## src/design/fbrf_pkg.sv

```systemverilog
package fbrf_pkg;

    // command codes carried on the input channel
    typedef enum logic [1:0] {
        CMD_WRITE = 2'd0,
        CMD_READ  = 2'd1,
        CMD_RECT  = 2'd2,
        CMD_COPY  = 2'd3
    } cmd_t;

    // default frame store geometry
    localparam int MAX_COLS_DEF = 128;
    localparam int MAX_ROWS_DEF = 128;

    // signed width for geometry arithmetic: 16-bit coordinates plus band overhang
    localparam int GW = 18;

    // configuration register indexes
    localparam int CFG_IDX_W = 8;
    localparam logic [CFG_IDX_W-1:0] CFG_FRAME_COLS = 8'd0;
    localparam logic [CFG_IDX_W-1:0] CFG_FRAME_ROWS = 8'd1;
    localparam logic [7:0] FRAME_SIZE_RESET = 8'd128;

    localparam logic [7:0] ALPHA_FULL = 8'hFF;

    // painting passes of a rectangle, in order
    localparam int BOX_IDX_W = 3;
    localparam logic [BOX_IDX_W-1:0] BOX_FILL   = 3'd0;
    localparam logic [BOX_IDX_W-1:0] BOX_TOP    = 3'd1;
    localparam logic [BOX_IDX_W-1:0] BOX_BOTTOM = 3'd2;
    localparam logic [BOX_IDX_W-1:0] BOX_LEFT   = 3'd3;
    localparam logic [BOX_IDX_W-1:0] BOX_RIGHT  = 3'd4;

    // commands from the controller to the datapath
    typedef struct packed {
        logic                 load;
        logic                 pix_wr;
        logic                 pix_rd;
        logic                 box_setup;
        logic                 copy_setup;
        logic                 box_step;
        logic                 copy_rd;
        logic                 copy_step;
        logic                 res_load;
        logic [BOX_IDX_W-1:0] box_idx;
    } ctl_t;

    // status from the datapath to the controller
    typedef struct packed {
        cmd_t cmd;
        logic box_empty;
        logic copy_fail;
        logic last;
    } sts_t;

endpackage

```

## src/design/fbrf_ctrl.sv

```systemverilog
module fbrf_ctrl (
    input  logic           aclk,
    input  logic           aresetn,
    input  logic           s_valid,
    output logic           s_ready,
    output logic           m_valid,
    input  logic           m_ready,
    input  fbrf_pkg::sts_t sts,
    output fbrf_pkg::ctl_t ctl
);

    typedef enum logic [6:0] {
        S_IDLE = 7'b0000001,
        S_PREP = 7'b0000010,
        S_BOX  = 7'b0000100,
        S_RUN  = 7'b0001000,
        S_CRD  = 7'b0010000,
        S_CWR  = 7'b0100000,
        S_DONE = 7'b1000000
    } state_t;

    state_t                         state_reg, state_next;
    logic [fbrf_pkg::BOX_IDX_W-1:0] box_idx_reg, box_idx_next;
    logic                           m_valid_reg, m_valid_next;

    // sequencing of one command
    always_comb begin
        state_next   = state_reg;
        box_idx_next = box_idx_reg;
        ctl          = '0;
        ctl.box_idx  = box_idx_reg;
        unique case (state_reg)
            S_IDLE: begin
                ctl.load = s_valid;
                if (s_valid) state_next = S_PREP;
            end
            S_PREP: begin
                unique case (sts.cmd)
                    fbrf_pkg::CMD_WRITE: begin
                        ctl.pix_wr = 1'b1;
                        state_next = S_DONE;
                    end
                    fbrf_pkg::CMD_READ: begin
                        ctl.pix_rd = 1'b1;
                        state_next = S_DONE;
                    end
                    fbrf_pkg::CMD_RECT: begin
                        box_idx_next = fbrf_pkg::BOX_FILL;
                        state_next   = S_BOX;
                    end
                    default: begin
                        ctl.copy_setup = 1'b1;
                        state_next     = sts.copy_fail ? S_DONE : S_CRD;
                    end
                endcase
            end
            S_BOX: begin
                ctl.box_setup = 1'b1;
                if (!sts.box_empty) begin
                    state_next = S_RUN;
                end else if (box_idx_reg == fbrf_pkg::BOX_RIGHT) begin
                    state_next = S_DONE;
                end else begin
                    box_idx_next = box_idx_reg + 1'b1;
                end
            end
            S_RUN: begin
                ctl.box_step = 1'b1;
                if (sts.last) begin
                    if (box_idx_reg == fbrf_pkg::BOX_RIGHT) begin
                        state_next = S_DONE;
                    end else begin
                        box_idx_next = box_idx_reg + 1'b1;
                        state_next   = S_BOX;
                    end
                end
            end
            S_CRD: begin
                ctl.copy_rd = 1'b1;
                state_next  = S_CWR;
            end
            S_CWR: begin
                ctl.copy_step = 1'b1;
                state_next    = sts.last ? S_DONE : S_CRD;
            end
            S_DONE: begin
                if (!m_valid_reg || m_ready) begin
                    ctl.res_load = 1'b1;
                    state_next   = S_IDLE;
                end
            end
            default: state_next = S_IDLE;
        endcase
    end

    // output valid flag
    always_comb begin
        if (ctl.res_load) m_valid_next = 1'b1;
        else if (m_ready) m_valid_next = 1'b0;
        else m_valid_next = m_valid_reg;
    end

    always_ff @(posedge aclk) begin
        if (!aresetn) begin
            state_reg   <= S_IDLE;
            box_idx_reg <= fbrf_pkg::BOX_FILL;
            m_valid_reg <= 1'b0;
        end else begin
            state_reg   <= state_next;
            box_idx_reg <= box_idx_next;
            m_valid_reg <= m_valid_next;
        end
    end

    assign s_ready = (state_reg == S_IDLE);
    assign m_valid = m_valid_reg;

    a_accept_prep: assert property (@(posedge aclk) disable iff (!aresetn)
        (s_valid && s_ready) |=> (state_reg == S_PREP))
        else $error("accepted transaction did not start");

    a_copy_pair: assert property (@(posedge aclk) disable iff (!aresetn)
        (state_reg == S_CRD) |=> (state_reg == S_CWR))
        else $error("copy read not followed by write");

    a_box_range: assert property (@(posedge aclk) disable iff (!aresetn)
        (box_idx_reg <= fbrf_pkg::BOX_RIGHT))
        else $error("painting pass index out of range");

    a_result_held: assert property (@(posedge aclk) disable iff (!aresetn)
        (m_valid_reg && !m_ready && state_reg != S_DONE) |=> m_valid_reg)
        else $error("result dropped while stalled");

endmodule

```

## config.mk

```make
export PLATFORM = sky130hd
export DESIGN_NAME = fbrf_ctrl
export DESIGN_NICKNAME = d
export VERILOG_FILES = /design/src/design/fbrf_pkg.sv /design/src/design/fbrf_ctrl.sv
export SDC_FILE = /design/constraint.sdc
export NUM_CORES = 1
export LEC_CHECK = 0
export BUFFER_PORTS_ARGS = -buffer_cell sky130_fd_sc_hd__buf_2
export CAP_MARGIN = 20
export CORE_ASPECT_RATIO = 1.2
export CORE_MARGIN = 1.5
export CORE_UTILIZATION = 51
export DETAILED_ROUTE_END_ITERATION = 7
export HOLD_SLACK_MARGIN = 0.05
export PLACE_DENSITY_LB_ADDON = 0.05
export SYNTH_ARGS = -nofsm -noshare
export SYNTH_HDL_FRONTEND = slang
export SYNTH_SLANG_ARGS = --single-unit
```

## constraint.sdc

```tcl
create_clock -name aclk -period 2.4 [get_ports aclk]
set_input_delay 0.48 -clock aclk [delete_from_list [all_inputs] [get_ports aclk]]
set_output_delay 0.48 -clock aclk [all_outputs]
set_load 0.05 [all_outputs]
```

==> results.toml <==
[finish]
layout_commonest_cell = "buf_2"
largest_reg_flops = 7
final_cell_mix = "19 x buf_2, 8 x dfxtp_1, 7 x nand2_1, 7 x nor3_1, 7 x buf_4"
post-route-util_pct = 67.5
layout.nets = 140
drive_gt1_share_pct = 40.6
antenna_cells = 0
fin_area_um2 = 1080
areaGrowthSynthToFinish_pct = 26.3

[flow_run]
cap_violations = 0

[hold_path]
whs_path_depth = 2
hold-path-endpoint = "box_idx_reg[2]"
holdCritPathClass = "in -> reg"
hp-start = "aresetn"

[worst_setup_path]
cp_cell_sequence = "or3_1 -> or3_4 -> nor2_2 -> buf_2"
crit_arrival_ns = 1.83
reg2reg_to = "state_reg[6]"
cp_num_buf_inv = 1
cp.required_ns = 1.92
r2r_start = "state_reg[5]"
criticalPathCategory = "reg -> out"
cp_max_fo = 7
end_kind = "primary output"
r2r_slack_ns = 0.32
slowest_delay_ns = 0.42
critical-path-top-delay-family = "simple AND/OR/NAND/NOR gates"
cp_slowest_cell = "or3_1"
rr_worst_depth = 6
cp-start-kind = "register"

[sta]
relSlewSlack_pct = 67.5
tightestPinTransition_ns = 0.482
final-setup-viol-count = 0
rsz0062_at_grt = "no"
min_period_over_period_pct = 96.4
report.final.slew_viol_count = 0
finalCriticalPeriod_ns = 2.31
max_freq_ghz = 0.432
finalClockSkew_ns = 0.00887
finalHoldViolations = 0
setup_tns_ns = 0

[logic_synthesis]
async_reset_ff_share_pct = 0
yosysTopAreaCell = "dfxtp_1"
synth.distinct_cells = 42
postSynthNetCount = 113
yosys_warnings = 0
ys_top_cells_by_area = "dfxtp_1 26%, nor3_1 5.8%, nor2_1 3.9%, buf_6 3.9%, nand2b_1 3.7%"
synth.avg_cell_area_um2 = 8.39
ys.flop_type = "dfxtp_1"
synth.cell_area_um2 = 856
synthCells = 102
yosysTopAreaCellShare_pct = 25.7
synth-seq-cells = 11
yosysSeqAreaShare_pct = 25.7
synth_edf_count = 0

[cts]
cts_buffers = 3
cts.path.max_buffers = 2
clk-insertion-delay-late_ns = 0.28
cts.clk_slew.worst_paths_ns = 0.08
htreeDepth = 1
clockRootBuffer = "clkbuf_4"
cts_sinks = 11
post_cts_buffers = 0
cts_tree = "yes"

[floorplanning]
die-area_um2 = 1930
core_area_um2 = 1600
die_w_um = 40.4
io_pins = 23
dieHeight_um = 47.9
num_rows = 16
start_util_pct = 53.4

[global_routing]
antenna_found_initial = 0
track_usage_pct = 26.5
grt_pass1_vias = 805
grt-ovfl-total = 0
grt_max_degree = 11
grt_pass1_wl_um = 3460

[drt]
dr.pass1.iters = 4
ant_nets = 0
num_vias = 908
drtIter0Drc = 13
drc_errors = 0
wl_per_cell_um = 15.7
detail_route.wirelength_um = 2300
viasPerCell = 6.22

[placement]
port_buffers = 22
dp_hpwl_um = 1730
gp_congestion = 0.908
place_area_um2 = 1040

[pwr]
power.density_nw_per_um2 = 654
irDropWorstVdd_mv = 0.447
p_leak_nw = 0.435

[run_status]
status = "finished, final reports clean"
-- metal layers --
metal / wire length, um / up-vias / part of all wire [%] / GRT usage [%]
li1: - / 441 / - / -
met5: 0 / - / 0 / 0
met3: 125 / 8 / 5.4 / 7.91
met1: 937 / 426 / 41 / 31.6
met2: 1170 / 33 / 51 / 44.4
met4: 61 / 0 / 2.7 / 9.33
-- power breakdown --
group / leakage, nW / total, mW / internal (mW) / switching [mW]
combinational: 0.329 / 0.365 / 0.130 / 0.235
sequential: 0.0905 / 0.211 / 0.197 / 0.0138
clock: 0.0150 / 0.132 / 0.0645 / 0.0671
total: 0.435 / 0.708 / 0.392 / 0.316
-- cell type report --
class	instances	area [um^2]
timing repair buffer	27	159
fill	150	520
tap	18	22.5
clock buffer	4	26.3
sequential	11	224
inverter	6	22.5
multi-input combinational	80	627
-- stage by stage --
stage	total power, mW	setup slack [ns]	hold slack, ns	cells
2_1_floorplan	0.496	-0.0458	0.626	102
3_3_place_gp	0.566	0.274	0.533	142
3_5_place_dp	0.567	0.233	0.539	142
4_1_cts	0.700	0.00231	0.510	146
5_1_grt	0.744	0.00870	0.512	146
6_report	0.708	0.0862	0.518	146
-- Yosys cell counts, types with 2 or more instances --
library cell	instances
nand4_1	2
or3_4	2
or3_1	4
o211ai_1	2
and3_1	3
a31oi_1	3
nor2b_1	2
nor2_1	9
nand2b_1	5
nor3b_1	2
a21o_1	2
o21bai_1	2
buf_6	3
ha_1	2
dfxtp_1	11
inv_1	6
nand2_1	7
nor3_1	10
nor4_1	2
-- worst max-delay path by stage --
| stage | startpoint | to | slack [ns] | cells after the start |
|---|---|---|---|---|
| floorplan | state_reg[1] | ctl[5] | -0.05 | 3 |
| finish | state_reg[5] | ctl[8] | 0.09 | 4 |
| global route | state_reg[2] | ctl[4] | 0.009 | 3 |
| global placement | state_reg[2] | ctl[10] | 0.27 | 4 |
| detailed placement | state_reg[2] | ctl[10] | 0.23 | 4 |
| CTS | state_reg[2] | ctl[9] | 0.002 | 4 |
-- kinds of logic (layout without fill, tap and decap cells) --
group,Yosys count,in the layout,synth area share (%)
AND/OR/NAND/NOR,54,54,37.0
AO/OA/AOI/OAI,22,22,24.3
adder cells (fa/ha/maj),2,2,2.92
buffers and inverters,11,37,7.89
XOR/XNOR,1,1,1.02
flip-flops,11,11,25.7
multiplexers,1,1,1.17
-- what timing repair did --
item | 4_1_cts | 5_1_grt
gates resized for setup | 4 | 4
pin swaps | 0 | 1
hold buffers | 0 | 0
endpoints found under the setup margin | 3 | 4
(Power assumes the default switching activity.)
